==> src/hdl/channel_change_reporter_unit_macros.svh <==
// assertion macros shared by the channel change reporter modules
`ifndef CHANNEL_CHANGE_REPORTER_UNIT_MACROS_SVH
`define CHANNEL_CHANGE_REPORTER_UNIT_MACROS_SVH

`ifndef ASSERT_OFF
`define CCR_ASSERT(lbl, prop) \
  lbl: assert property (@(posedge clk_i) disable iff (!rst_ni) prop) \
    else $error("ccr assertion failed");
`define CCR_ASSERT_ALWAYS(lbl, prop) \
  lbl: assert property (@(posedge clk_i) prop) \
    else $error("ccr assertion failed");
`else
`define CCR_ASSERT(lbl, prop)
`define CCR_ASSERT_ALWAYS(lbl, prop)
`endif

`endif

==> src/hdl/ccr_pkg.sv <==
// types and constants of the channel change reporter
package ccr_pkg;

  typedef enum logic {
    OP_STATUS  = 1'b0,
    OP_COMMAND = 1'b1
  } op_e;

  typedef enum logic {
    KIND_REPORT  = 1'b0,
    KIND_COMMAND = 1'b1
  } kind_e;

  localparam logic [2:0]  ADDR_TIMEOUT_IDX = 3'd0;
  localparam logic [31:0] TIMEOUT_RST      = 32'd100;
  localparam logic [7:0]  CHAN_LO          = 8'd16;
  localparam logic [7:0]  CHAN_HI          = 8'd239;
  localparam logic [7:0]  CHAN_STRIDE      = 8'h10;
  localparam int unsigned HEAD_W           = 3;
  localparam int unsigned QUEUE_DEPTH      = 2;
  localparam int unsigned QPTR_W           = 1;
  localparam int unsigned QCNT_W           = 2;

  // one unit of work handed from the front to the back
  typedef struct packed {
    kind_e       kind;
    logic [7:0]  chan;     // command channel, or channel base of a head
    logic [31:0] mask;     // bits to report
    logic [31:0] status;   // new status word
    logic [7:0]  payload;  // command data
  } job_t;

endpackage

==> src/hdl/ccr_front.sv <==
// front end: classifies items, keeps per-head state and builds report and command jobs
module ccr_front import ccr_pkg::*; #(
  parameter int unsigned NUM_HEADS = 7
) (
  input  logic        clk_i,
  input  logic        rst_ni,
  input  logic        accept_i,
  input  op_e         op_i,
  input  logic [7:0]  head_number_i,
  input  logic [31:0] status_word_i,
  input  logic [31:0] timestamp_i,
  input  logic [7:0]  channel_i,
  input  logic [7:0]  payload_i,
  input  logic [31:0] timeout_i,
  output logic        push_o,
  output job_t        job_o
);

  localparam int unsigned IDX_W = (NUM_HEADS > 1) ? $clog2(NUM_HEADS) : 1;

  logic [31:0] prev_q [NUM_HEADS];
  logic [31:0] pend_q [NUM_HEADS];
  logic [31:0] time_q [NUM_HEADS];

  logic             head_ok;
  logic [IDX_W-1:0] head_idx;
  logic [31:0]      elapsed;
  logic [31:0]      mask;
  logic [7:0]       base;
  logic             chan_ok;
  logic [8:0]       ch_sum;
  logic [HEAD_W-1:0] ch_head;
  logic [4:0]       ch_bit;
  logic             ch_head_ok;
  logic [IDX_W-1:0] ch_idx;

  always_comb begin
    head_ok  = (head_number_i != 8'd0) && (head_number_i <= 8'(NUM_HEADS));
    head_idx = IDX_W'(head_number_i - 8'd1);
    elapsed  = timestamp_i - (head_ok ? time_q[head_idx] : 32'd0);
    if (!head_ok) begin
      mask = 32'd0;
    end else if (elapsed > timeout_i) begin
      mask = '1;
    end else begin
      mask = pend_q[head_idx] | (prev_q[head_idx] ^ status_word_i);
    end
    // base channel 0x10*(2h-1)
    base = {head_number_i[HEAD_W-1:0], 5'd0} - CHAN_STRIDE;

    chan_ok    = (channel_i >= CHAN_LO) && (channel_i <= CHAN_HI);
    ch_sum     = {1'b0, channel_i} + 9'(CHAN_STRIDE);
    ch_head    = ch_sum[7:5];
    ch_bit     = ch_sum[4:0];
    ch_head_ok = (ch_head != '0) && (32'(ch_head) <= NUM_HEADS);
    ch_idx     = IDX_W'(ch_head - HEAD_W'(1));

    job_o.status  = status_word_i;
    job_o.payload = payload_i;
    if (op_i == OP_COMMAND) begin
      job_o.kind = KIND_COMMAND;
      job_o.chan = channel_i;
      job_o.mask = 32'd0;
      push_o     = accept_i && chan_ok;
    end else begin
      job_o.kind = KIND_REPORT;
      job_o.chan = base;
      job_o.mask = mask;
      push_o     = accept_i && head_ok && (mask != 32'd0);
    end
  end

  always_ff @(posedge clk_i or negedge rst_ni) begin
    if (!rst_ni) begin
      for (int h = 0; h < NUM_HEADS; h++) begin
        prev_q[h] <= 32'd0;
        pend_q[h] <= 32'd0;
        time_q[h] <= 32'd0;
      end
    end else if (accept_i) begin
      if (op_i == OP_STATUS) begin
        if (head_ok) begin
          prev_q[head_idx] <= status_word_i;
          pend_q[head_idx] <= 32'd0;
          time_q[head_idx] <= timestamp_i;
        end
      end else if (chan_ok && ch_head_ok) begin
        pend_q[ch_idx] <= pend_q[ch_idx] | (32'd1 << ch_bit);
      end
    end
  end

endmodule

==> src/hdl/ccr_queue.sv <==
// two-entry job queue between front and back
module ccr_queue import ccr_pkg::*; (
  input  logic clk_i,
  input  logic rst_ni,
  input  logic push_i,
  input  job_t job_i,
  output logic full_o,
  input  logic pop_i,
  output logic valid_o,
  output job_t job_o
);

  job_t              mem_q [QUEUE_DEPTH];
  logic [QPTR_W-1:0] wr_q, rd_q;
  logic [QCNT_W-1:0] cnt_q;

  assign full_o  = (cnt_q == QCNT_W'(QUEUE_DEPTH));
  assign valid_o = (cnt_q != '0);
  assign job_o   = mem_q[rd_q];

  always_ff @(posedge clk_i) begin
    if (push_i) begin
      mem_q[wr_q] <= job_i;
    end
  end

  always_ff @(posedge clk_i or negedge rst_ni) begin
    if (!rst_ni) begin
      wr_q  <= '0;
      rd_q  <= '0;
      cnt_q <= '0;
    end else begin
      if (push_i) wr_q <= wr_q + QPTR_W'(1);
      if (pop_i)  rd_q <= rd_q + QPTR_W'(1);
      cnt_q <= cnt_q + QCNT_W'(push_i) - QCNT_W'(pop_i);
    end
  end

`include "channel_change_reporter_unit_macros.svh"

  `CCR_ASSERT(a_no_push_full, full_o && !pop_i |-> !push_i)
  `CCR_ASSERT(a_cnt_bound, cnt_q <= QCNT_W'(QUEUE_DEPTH))

endmodule

==> src/hdl/ccr_back.sv <==
// back end: expands a job into result beats, lowest marked bit first
module ccr_back import ccr_pkg::*; (
  input  logic        clk_i,
  input  logic        rst_ni,
  input  logic        q_valid_i,
  input  job_t        q_job_i,
  output logic        pop_o,
  output logic        m_tvalid_o,
  input  logic        m_tready_i,
  output logic [15:0] m_tdata_o,
  output logic        m_tuser_o,
  output logic        m_tlast_o
);

  logic        busy_q, busy_d;
  job_t        cur_q;
  logic [31:0] mask_q, mask_d;
  logic        out_valid_q, out_valid_d;
  logic [7:0]  out_chan_q, out_chan_d;
  logic [7:0]  out_val_q, out_val_d;
  kind_e       out_kind_q, out_kind_d;
  logic        out_last_q, out_last_d;

  logic        emit;
  logic [31:0] low_bit;
  logic [31:0] rest;
  logic [4:0]  bit_idx;

  assign pop_o = q_valid_i && !busy_q;
  assign emit  = busy_q && (!out_valid_q || m_tready_i);

  always_comb begin
    low_bit = mask_q & (~mask_q + 32'd1);
    rest    = mask_q & (mask_q - 32'd1);
    bit_idx = 5'd0;
    for (int i = 0; i < 32; i++) begin
      if (low_bit[i]) bit_idx = bit_idx | 5'(i);
    end

    busy_d      = busy_q;
    mask_d      = mask_q;
    out_valid_d = out_valid_q && !m_tready_i;
    out_chan_d  = out_chan_q;
    out_val_d   = out_val_q;
    out_kind_d  = out_kind_q;
    out_last_d  = out_last_q;

    if (pop_o) begin
      busy_d = 1'b1;
      mask_d = q_job_i.mask;
    end else if (emit) begin
      out_valid_d = 1'b1;
      out_kind_d  = cur_q.kind;
      if (cur_q.kind == KIND_COMMAND) begin
        out_chan_d = cur_q.chan;
        out_val_d  = cur_q.payload;
        out_last_d = 1'b1;
        busy_d     = 1'b0;
      end else begin
        out_chan_d = cur_q.chan + 8'(bit_idx);
        out_val_d  = 8'(cur_q.status[bit_idx]);
        out_last_d = (rest == 32'd0);
        busy_d     = (rest != 32'd0);
        mask_d     = rest;
      end
    end
  end

  always_ff @(posedge clk_i or negedge rst_ni) begin
    if (!rst_ni) begin
      busy_q      <= 1'b0;
      out_valid_q <= 1'b0;
    end else begin
      busy_q      <= busy_d;
      out_valid_q <= out_valid_d;
    end
  end

  always_ff @(posedge clk_i) begin
    if (pop_o) cur_q <= q_job_i;
    mask_q     <= mask_d;
    out_chan_q <= out_chan_d;
    out_val_q  <= out_val_d;
    out_kind_q <= out_kind_d;
    out_last_q <= out_last_d;
  end

  assign m_tvalid_o = out_valid_q;
  assign m_tdata_o  = {out_val_q, out_chan_q};
  assign m_tuser_o  = out_kind_q;
  assign m_tlast_o  = out_last_q;

`include "channel_change_reporter_unit_macros.svh"

  `CCR_ASSERT(a_report_has_bits, busy_q && cur_q.kind == KIND_REPORT |-> mask_q != 32'd0)
  `CCR_ASSERT(a_last_ends_job, emit && out_last_d |=> !busy_q)

endmodule

==> src/hdl/channel_change_reporter_unit.sv <==
// channel change reporter: top level with config register and stream ports
// path: an accepted item goes through the job queue, the back end's job
// register and its output register; a command gives one beat, a status report
// one per marked channel; throughput: the back end emits one beat per cycle
// unless the receiver stalls it, and takes a new job only once done with the
// last; the front takes an item per cycle while the two-entry queue has room
// reset: asynchronous, active low; clears all head state, timeout to 100
module channel_change_reporter_unit import ccr_pkg::*; #(
  parameter int unsigned NUM_HEADS = 7
) (
  input  logic        clk_i,
  input  logic        rst_ni,
  // input stream
  input  logic        s_tvalid_i,
  output logic        s_tready_o,
  // [7:0] head_number, [39:8] status_word, [71:40] timestamp,
  // [79:72] channel, [87:80] payload
  input  logic [87:0] s_tdata_i,
  // [0] operation
  input  logic        s_tuser_i,
  // result stream
  output logic        m_tvalid_o,
  input  logic        m_tready_i,
  // [7:0] report_channel, [15:8] value
  output logic [15:0] m_tdata_o,
  // [0] kind
  output logic        m_tuser_o,
  output logic        m_tlast_o,
  // register port
  input  logic        psel,
  input  logic        penable,
  input  logic        pwrite,
  input  logic [2:0]  paddr,
  input  logic [31:0] pwdata,
  output logic [31:0] prdata,
  output logic        pready
);

  logic [31:0] timeout_q;
  logic        accept;
  logic        push;
  job_t        push_job;
  logic        q_full;
  logic        q_valid;
  job_t        q_job;
  logic        pop;

  // refresh timeout register, only address bit 2 selects a register
  assign pready = 1'b1;
  assign prdata = (paddr[2] == ADDR_TIMEOUT_IDX[2]) ? timeout_q : 32'd0;

  always_ff @(posedge clk_i or negedge rst_ni) begin
    if (!rst_ni) begin
      timeout_q <= TIMEOUT_RST;
    end else if (psel && penable && pwrite && pready &&
                 paddr[2] == ADDR_TIMEOUT_IDX[2]) begin
      timeout_q <= pwdata;
    end
  end

  // the front never stalls on its own: it only waits for queue room
  assign s_tready_o = !q_full;
  assign accept     = s_tvalid_i && s_tready_o;

  ccr_front #(
    .NUM_HEADS(NUM_HEADS)
  ) u_front (
    .clk_i         (clk_i),
    .rst_ni        (rst_ni),
    .accept_i      (accept),
    .op_i          (op_e'(s_tuser_i)),
    .head_number_i (s_tdata_i[7:0]),
    .status_word_i (s_tdata_i[39:8]),
    .timestamp_i   (s_tdata_i[71:40]),
    .channel_i     (s_tdata_i[79:72]),
    .payload_i     (s_tdata_i[87:80]),
    .timeout_i     (timeout_q),
    .push_o        (push),
    .job_o         (push_job)
  );

  // decouples classification from the per-channel beat expansion
  ccr_queue u_queue (
    .clk_i   (clk_i),
    .rst_ni  (rst_ni),
    .push_i  (push),
    .job_i   (push_job),
    .full_o  (q_full),
    .pop_i   (pop),
    .valid_o (q_valid),
    .job_o   (q_job)
  );

  ccr_back u_back (
    .clk_i      (clk_i),
    .rst_ni     (rst_ni),
    .q_valid_i  (q_valid),
    .q_job_i    (q_job),
    .pop_o      (pop),
    .m_tvalid_o (m_tvalid_o),
    .m_tready_i (m_tready_i),
    .m_tdata_o  (m_tdata_o),
    .m_tuser_o  (m_tuser_o),
    .m_tlast_o  (m_tlast_o)
  );

endmodule

==> config.mk <==
export PLATFORM = sky130hd
export DESIGN_NAME = channel_change_reporter_unit
export DESIGN_NICKNAME = d
export VERILOG_FILES = /design/src/hdl/ccr_pkg.sv /design/src/hdl/ccr_front.sv /design/src/hdl/ccr_queue.sv /design/src/hdl/ccr_back.sv /design/src/hdl/channel_change_reporter_unit.sv
export VERILOG_INCLUDE_DIRS = /design/src /design/src/hdl
export SDC_FILE = /design/constraint.sdc
export NUM_CORES = 2
export LEC_CHECK = 0
export BUFFER_PORTS_ARGS = -buffer_cell sky130_fd_sc_hd__buf_2
export CAP_MARGIN = 20
export CORE_MARGIN = 2
export CORE_UTILIZATION = 62
export CTS_CLUSTER_DIAMETER = 150
export DETAILED_ROUTE_END_ITERATION = 12
export HOLD_SLACK_MARGIN = 0.02
export PLACE_DENSITY_LB_ADDON = 0.1
export SLEW_MARGIN = 20
export SYNTH_ARGS = -nofsm -noshare
export SYNTH_HDL_FRONTEND = slang
export SYNTH_SLANG_ARGS = --single-unit
==> constraint.sdc <==
create_clock -name clk_i -period 11.7 [get_ports clk_i]
set_clock_uncertainty 0.1 [all_clocks]
set_input_delay 0.585 -clock clk_i [delete_from_list [all_inputs] [get_ports clk_i]]
set_output_delay 0.585 -clock clk_i [all_outputs]
set_load 0.05 [all_outputs]
Word-level counts from Yosys, hierarchy flattened

Memories as Yosys holds them, arrays and structs flattened.
Cells that the tools add are included.

Memory bits (read-only): 0
Word-level logic and storage cells: 219
Output and inout bits: 53
Memory bits (writable): 162
Register bits after elaboration: 809
Latch bits: 0
Memories kept: 1

Reduce and logical (&&, ||, !) cells: 31
Multipliers: 0
Shift operators: 1
$add $sub $neg: 12
Eq/ne operators: 6
$lt $le $gt $ge: 9
Divide/modulo/power cells: 0
Bitwise operators: 12
Mux-type cells: 111

Memories:

| name          | words | bits a word | rd ports | clocked after Yosys merged registers in | write ports | RTL line        | text |
|---|---|---|---|---|---|---|---|
| u_queue.mem_q | 2     | 81          | 1        | 0                                       | 1           | ccr_queue.sv:13 | `job_t mem_q [QUEUE_DEPTH];` |

Operator list:

| kind                                                                 | number |
|---|---|
| 224-bit 2-to-1 mux                                                   | 18 |
| 224-bit bitwise mux                                                  | 3 |
| 32-bit 2-to-1 mux                                                    | 21 |
| 32-bit binary-select mux with 3-bit select                           | 4 |
| 224-bit bitwise AND                                                  | 1 |
| 224-bit inverter                                                     | 1 |
| 32-bit demux with 3-bit select                                       | 2 |
| 5-bit 2-to-1 mux                                                     | 16 |
| 8-bit 2-to-1 mux                                                     | 10 |
| 32-bit bitwise AND                                                   | 2 |
| 32-bit bitwise OR                                                    | 2 |
| 32-bit nonzero test                                                  | 2 |
| 41-bit 2-to-1 mux                                                    | 1 |
| 32-bit by 1-bit adder with 32-bit output, second input constant      | 1 |
| 32-bit greater-than comparator                                       | 1 |
| 32-bit zero test                                                     | 1 |
| 4-bit 2-to-1 mux                                                     | 8 |
| 32-bit inverter                                                      | 1 |
| 1-bit by 5-bit left shift with 32-bit output, first input constant   | 1 |
| 32-bit by 1-bit subtractor with 32-bit output, second input constant | 1 |
| 32-bit subtractor                                                    | 1 |
| 32-bit bitwise XOR                                                   | 1 |
| 1-bit 2-to-1 mux                                                     | 21 |
| 1-bit logical AND                                                    | 15 |
| other kinds (29)                                                     | 47 |

Longest topological paths before layout

Word-level depth: 41
Mapped depth: 45
Gate-level depth less buffers: 36

Modules after synthesis

Synthesis repeated with hierarchy kept, for this count alone.

Cells, all modules: 4128
Area total of the unflattened synthesis: 49552.5 um2

Modules (own cells, without submodules):

| module                       | area each (um2) | times used | cells each |
|---|---|---|---|
| ccr_front                    | 36128.4         | 1          | 3264 |
| ccr_queue                    | 6443.7          | 1          | 267 |
| ccr_back                     | 5412.7          | 1          | 490 |
| channel_change_reporter_unit | 1567.8          | 1          | 107 |

Least setup slack after synthesis

OpenSTA, ideal clock, no wires.

Path type: input-to-reg
Start point: input s_tdata_i[0]
End point: memory u_queue.mem_q[1][0] in the netlist's numbering, enable pin
Data arrival time: 11.583 ns
Data required time: 11.070 ns
Cell stages on the path: 37
Setup slack: -0.513 ns
Buffers on the path: 11
Cells stage by stage: buf_2 -> buf_2 -> clkinv_1 -> clkbuf_1 -> clkbuf_1 -> ha_1 -> clkbuf_1 -> clkbuf_1 -> buf_2 -> buf_2 -> clkbuf_1 -> clkbuf_1 -> clkbuf_1 -> a21oi_1 -> o21ai_0 -> o2111ai_1 -> a21oi_1 -> ha_1 -> inv_1 -> fa_1 -> a21o_1 -> a21oi_1 -> o211ai_1 -> a22oi_1 -> a211oi_1 -> o41ai_1 -> nor2_1 -> a211o_1 -> a21oi_1 -> xnor2_1 -> ha_1 -> nand4_1 -> nor4_1 -> a31oi_1 -> nand4b_1 -> o21ai_1 -> nor2b_1

Word-level cells in the longest chain between the ends: 16

RTL lines:

| what                                                   | RTL line                           | text |
|---|---|---|
| from (decl)                                            | channel_change_reporter_unit.sv:18 | `input logic [87:0] s_tdata_i,` |
| 3-bit by 1-bit subtractor with 3-bit output            | ccr_front.sv:39                    | `head_idx = IDX_W'(head_number_i - 8'd1);` |
| 3-bit inverter with 4-bit output (not written as such) | ccr_front.sv:40, ccr_front.sv:46   |  |
| 32-bit binary-select mux with 3-bit select             | ccr_front.sv:40                    | `elapsed = timestamp_i - (head_ok ? time_q[head_idx] : 32'd0);` |
| 32-bit 2-to-1 mux (not written as such) (2 in a row)   | ccr_front.sv:40                    |  |
| 32-bit 2-to-1 mux                                      | ccr_front.sv:40                    |  |
| 32-bit subtractor                                      | ccr_front.sv:40                    |  |
| 32-bit greater-than comparator                         | ccr_front.sv:43                    | `end else if (elapsed > timeout_i) begin` |
| 32-bit 2-to-1 mux                                      | ccr_front.sv:43                    |  |
| 32-bit 2-to-1 mux (2 in a row)                         | ccr_front.sv:41                    | `if (!head_ok) begin` |
| 32-bit nonzero test                                    | ccr_front.sv:69                    | `push_o = accept_i && head_ok && (mask != 32'd0);` |
| 1-bit logical AND *                                    | ccr_front.sv:69                    |  |
| 1-bit 2-to-1 mux *                                     | ccr_front.sv:60                    | `if (op_i == OP_COMMAND) begin` |
| 1-bit 2-to-1 mux *                                     | ccr_queue.sv:22                    | `if (push_i) begin` |
| 1-bit 2-to-1 mux (not written as such) *               | ccr_queue.sv:23                    | `mem_q[wr_q] <= job_i;` |
| to (decl)                                              | ccr_queue.sv:13                    |  |

Every way passes the cells marked *; elsewhere a longest branch is shown, timed or not. The select of a mux whose other input is x is not followed.

Worst setup path in the final report

Start point: input s_tdata_i[0]
End point: memory u_queue.mem_q[0][28] in the netlist's numbering, enable pin

Same word-level chain as after synthesis.

==> impl_metrics.prom <==
# TYPE chip_impl_metric gauge
chip_impl_info{name="run_status",value="complete, no violations"} 1
chip_impl_metric{name="p_leak",unit="nW"} 23.3
chip_impl_metric{name="remaining_drc_errors",unit=""} 0
chip_impl_metric{name="finalCritPeriodShare",unit="%"} 81.9
chip_impl_metric{name="synth_warn",unit=""} 0
chip_impl_metric{name="fp-row-count",unit=""} 101
chip_impl_metric{name="track_usage",unit="%"} 33.3
chip_impl_metric{name="worstPathRequired",unit="ns"} 11.96
chip_impl_metric{name="initial_antenna_violation_count",unit=""} 7
chip_impl_info{name="setup_repair_after_global_routing_missed_its_margin",value="no"} 1
chip_impl_info{name="tritoncts",value="done"} 1
chip_impl_metric{name="congestion_overflow_gr",unit=""} 0
chip_impl_metric{name="areaGrowthSynthToFinish",unit="%"} 11.1
chip_impl_metric{name="dieWidth",unit="microns"} 281
chip_impl_metric{name="die_height",unit="microns"} 281
chip_impl_metric{name="wirelength",unit="microns"} 131000
chip_impl_metric{name="htreeDepth",unit=""} 3
chip_impl_metric{name="max-slew-margin-rel",unit="%"} 20.9
chip_impl_metric{name="tritoncts.num_buffers",unit=""} 99
chip_impl_metric{name="portBuffers",unit=""} 180
chip_impl_metric{name="power.density_cell_area",unit="mW/mm^2"} 199
chip_impl_info{name="hold_class",value="input pin to register"} 1
chip_impl_metric{name="pins_over_slew_limit",unit=""} 0
chip_impl_metric{name="critical_path.max_stage_delay",unit="ns"} 0.66
chip_impl_metric{name="setup_viol",unit=""} 0
chip_impl_info{name="dominantRegCellSynth",value="sky130_fd_sc_hd__dfrtp_1"} 1
chip_impl_metric{name="mappedNetlistNets",unit=""} 4155
chip_impl_metric{name="syn-cell-area",unit="sq mm"} 0.0477
chip_impl_metric{name="vdd_ir_drop_max",unit="uV"} 192
chip_impl_metric{name="placeableCoreArea",unit="sq mm"} 0.0761
chip_impl_metric{name="initial_utilization",unit="%"} 62.7
chip_impl_metric{name="hpwl",unit="microns"} 79800
chip_impl_info{name="crit_path_class",value="input pin to register"} 1
chip_impl_metric{name="die_area",unit="sq mm"} 0.0792
chip_impl_info{name="crit_path_top_delay_cell",value="sky130_fd_sc_hd__o21ai_1"} 1
chip_impl_metric{name="synth_sequential_area_ratio",unit="%"} 53.7
chip_impl_metric{name="accumulated_negative_setup_slack",unit="ns"} 0
chip_impl_metric{name="postSynthCellCount",unit=""} 3943
chip_impl_metric{name="largest_net_degree_at_the_start_of_global_routing",unit=""} 156
chip_impl_metric{name="routed_wl_per_cell",unit="microns"} 25.6
chip_impl_metric{name="post_drt_via_cell_ratio",unit=""} 6.62
chip_impl_info{name="path_delay_family",value="compound AO/OA/AOI/OAI gates"} 1
chip_impl_metric{name="hold_viol",unit=""} 0
chip_impl_info{name="ys_top_cells_by_area",value="sky130_fd_sc_hd__dfrtp_1 (37%), sky130_fd_sc_hd__edfxtp_1 (16%), sky130_fd_sc_hd__mux2_2 (13%)"} 1
chip_impl_metric{name="postSynth.asyncResetShare",unit="%"} 73.1
chip_impl_metric{name="cts_resized",unit=""} 0
chip_impl_metric{name="ys_ff_latch",unit=""} 971
chip_impl_metric{name="worstPathBufferInverterCount",unit=""} 4
chip_impl_metric{name="number_of_flops_mapped_to_enable_cells_by_yosys",unit=""} 261
chip_impl_metric{name="cts-root-to-sink-buffers",unit=""} 3
chip_impl_metric{name="clk_latency",unit="ns"} 0.67
chip_impl_metric{name="critPathArrivalTime",unit="ns"} 9.84
chip_impl_info{name="post-synth-top-count-cell",value="sky130_fd_sc_hd__dfrtp_1"} 1
chip_impl_metric{name="max_freq",unit="MHz"} 104
chip_impl_metric{name="layout_min_cycle_time",unit="ns"} 9.58
chip_impl_metric{name="grt_pass1_vias",unit=""} 33500
chip_impl_info{name="cp_capture_type",value="register"} 1
chip_impl_metric{name="worst_max_slew_pin_slew",unit="ns"} 1.18
chip_impl_metric{name="boundaryPins",unit=""} 184
chip_impl_metric{name="drive_above_1_share",unit="%"} 26.7
chip_impl_metric{name="cts.sinks",unit=""} 971
chip_impl_info{name="startpoint_type",value="input pin"} 1
chip_impl_metric{name="timing.critical_path.fanout_max",unit=""} 81
chip_impl_metric{name="finalPower",unit="mW"} 10.5
chip_impl_metric{name="design.final.nets",unit=""} 4220
chip_impl_metric{name="postSynthAreaPerCell",unit="sq um"} 12.1
chip_impl_metric{name="synth.distinct_cells",unit=""} 85
chip_impl_metric{name="antenna_violating_nets_post_route",unit=""} 0
chip_impl_metric{name="num_vias",unit=""} 33900
chip_impl_metric{name="grt_first_pass_wirelength",unit="microns"} 201000
chip_impl_metric{name="yosysTopAreaCellShare",unit="%"} 37.1
chip_impl_metric{name="clkTransAtPathRegs",unit="ns"} 0.06
chip_impl_info{name="synth.top_cells.by_count",value="sky130_fd_sc_hd__dfrtp_1 (707), sky130_fd_sc_hd__mux2_2 (563), sky130_fd_sc_hd__edfxtp_1 (261)"} 1
chip_impl_metric{name="drv_cap",unit=""} 0
chip_impl_info{name="synth_largest_area_cell",value="sky130_fd_sc_hd__dfrtp_1"} 1
chip_impl_metric{name="drt_first_iter_violations",unit=""} 3399
chip_impl_metric{name="drt_pass1_iterations",unit=""} 8
chip_impl_info{name="cts.root.buffer_cell",value="sky130_fd_sc_hd__clkbuf_16"} 1
chip_impl_metric{name="placer_congestion",unit=""} 0.911
-- through the flow --
step           area (sq um)  utilization, %  hold slack (ns)  worst slack [ns]  std cells
5_1_grt               53000            69.7           0.0375              1.59       5122
4_1_cts               53000            69.7           0.0217              2.30       5120
2_1_floorplan         47700               -            0.189              1.02       3943
6_report              53000            69.7           0.0489              2.12       5122
3_3_place_gp          49400            65.0            0.375              1.76       4928
3_5_place_dp          49400            65.0            0.382              1.63       4928
-- cells by family after synthesis --
group                    share of synthesized area, %
AO/OA/AOI/OAI                                    12.8
XOR/XNOR                                         1.47
adder cells (fa/ha/maj)                          2.20
buffers and inverters                            3.11
flip-flops                                       53.7
multiplexers                                     19.0
other                                         0.00786
AND/OR/NAND/NOR                                  7.76
-- final cells by class --
class	instances	area (sq um)
sequential	971	25600
fill	5509	23100
multi-input combinational	2617	20900
clock buffer	127	2760
timing repair buffer	253	1520
tap	1030	1290
clock inverter	56	694
inverter	66	249
antenna	2	5.00
-- per-layer routing --
| layer | up-vias | routed length [microns] | track usage, % |
|---|---|---|---|
| met5 | - | 49 | 0 |
| met4 | 8 | 6120 | 14.9 |
| met3 | 330 | 10200 | 5.57 |
| met2 | 1507 | 62100 | 53.1 |
| met1 | 17200 | 52500 | 45.1 |
| li1 | 14900 | - | - |
-- registers in the layout, summed over array words and instances (netlist names), 2 cells and up --
| register | flops |
|---|---|
| u_back.out_chan_q | 8 |
| u_front.time_q | 224 |
| u_queue.cnt_q | 2 |
| u_queue.mem_q | 162 |
| u_front.pend_q | 224 |
| u_back.mask_q | 32 |
| u_front.prev_q | 224 |
| u_back.out_val_q | 8 |
| u_back.cur_q | 49 |
| timeout_q | 32 |
-- worst paths after layout --
kind | end | slack [ns] | cells after the start | start
worst min register to register | u_front.time_q[117] | 0.40 | 1 | u_front.time_q[117]
worst min-delay path | timeout_q[18] | 0.05 | 2 | pwdata[18]
max in group asynchronous | u_front.prev_q[128] | 8.16 | 5 | rst_ni
worst max-delay path | u_queue.mem_q[0][28] | 2.12 | 30 | s_tdata_i[0]
worst max register to register | u_queue.mem_q[0][28] | 3.65 | 25 | u_front.time_q[65]
min in group asynchronous | timeout_q[1] | 0.44 | 2 | rst_ni
-- placed cells by master (no fill, tap or decap), drive strengths merged, types with 31 or more instances in the layout --
cell,n
o22ai,60
a31oi,41
nand2,253
mux4,63
a22o,206
nor3,84
nor2,216
xor2,35
mux2i,131
o21ai,192
buf,244
dfrtp,707
mux2,563
a21oi,199
edfxtp,261
nand3,77
a21o,31
ha,79
clkbuf,127
clkinv,33
inv,69
xnor2,44
-- power breakdown --
part,internal [mW],switching [mW]
Combinational,1.01,1.52
Sequential,4.17,0.474
Clock,2.00,1.36
-- timing repair --
| item | 4_1_cts | 5_1_grt |
|---|---|---|
| endpoints found under the hold margin | 108 | 0 |
| setup buffers | 0 | 0 |
| hold buffers | 9 | 0 |
(Power assumes the default switching activity.)
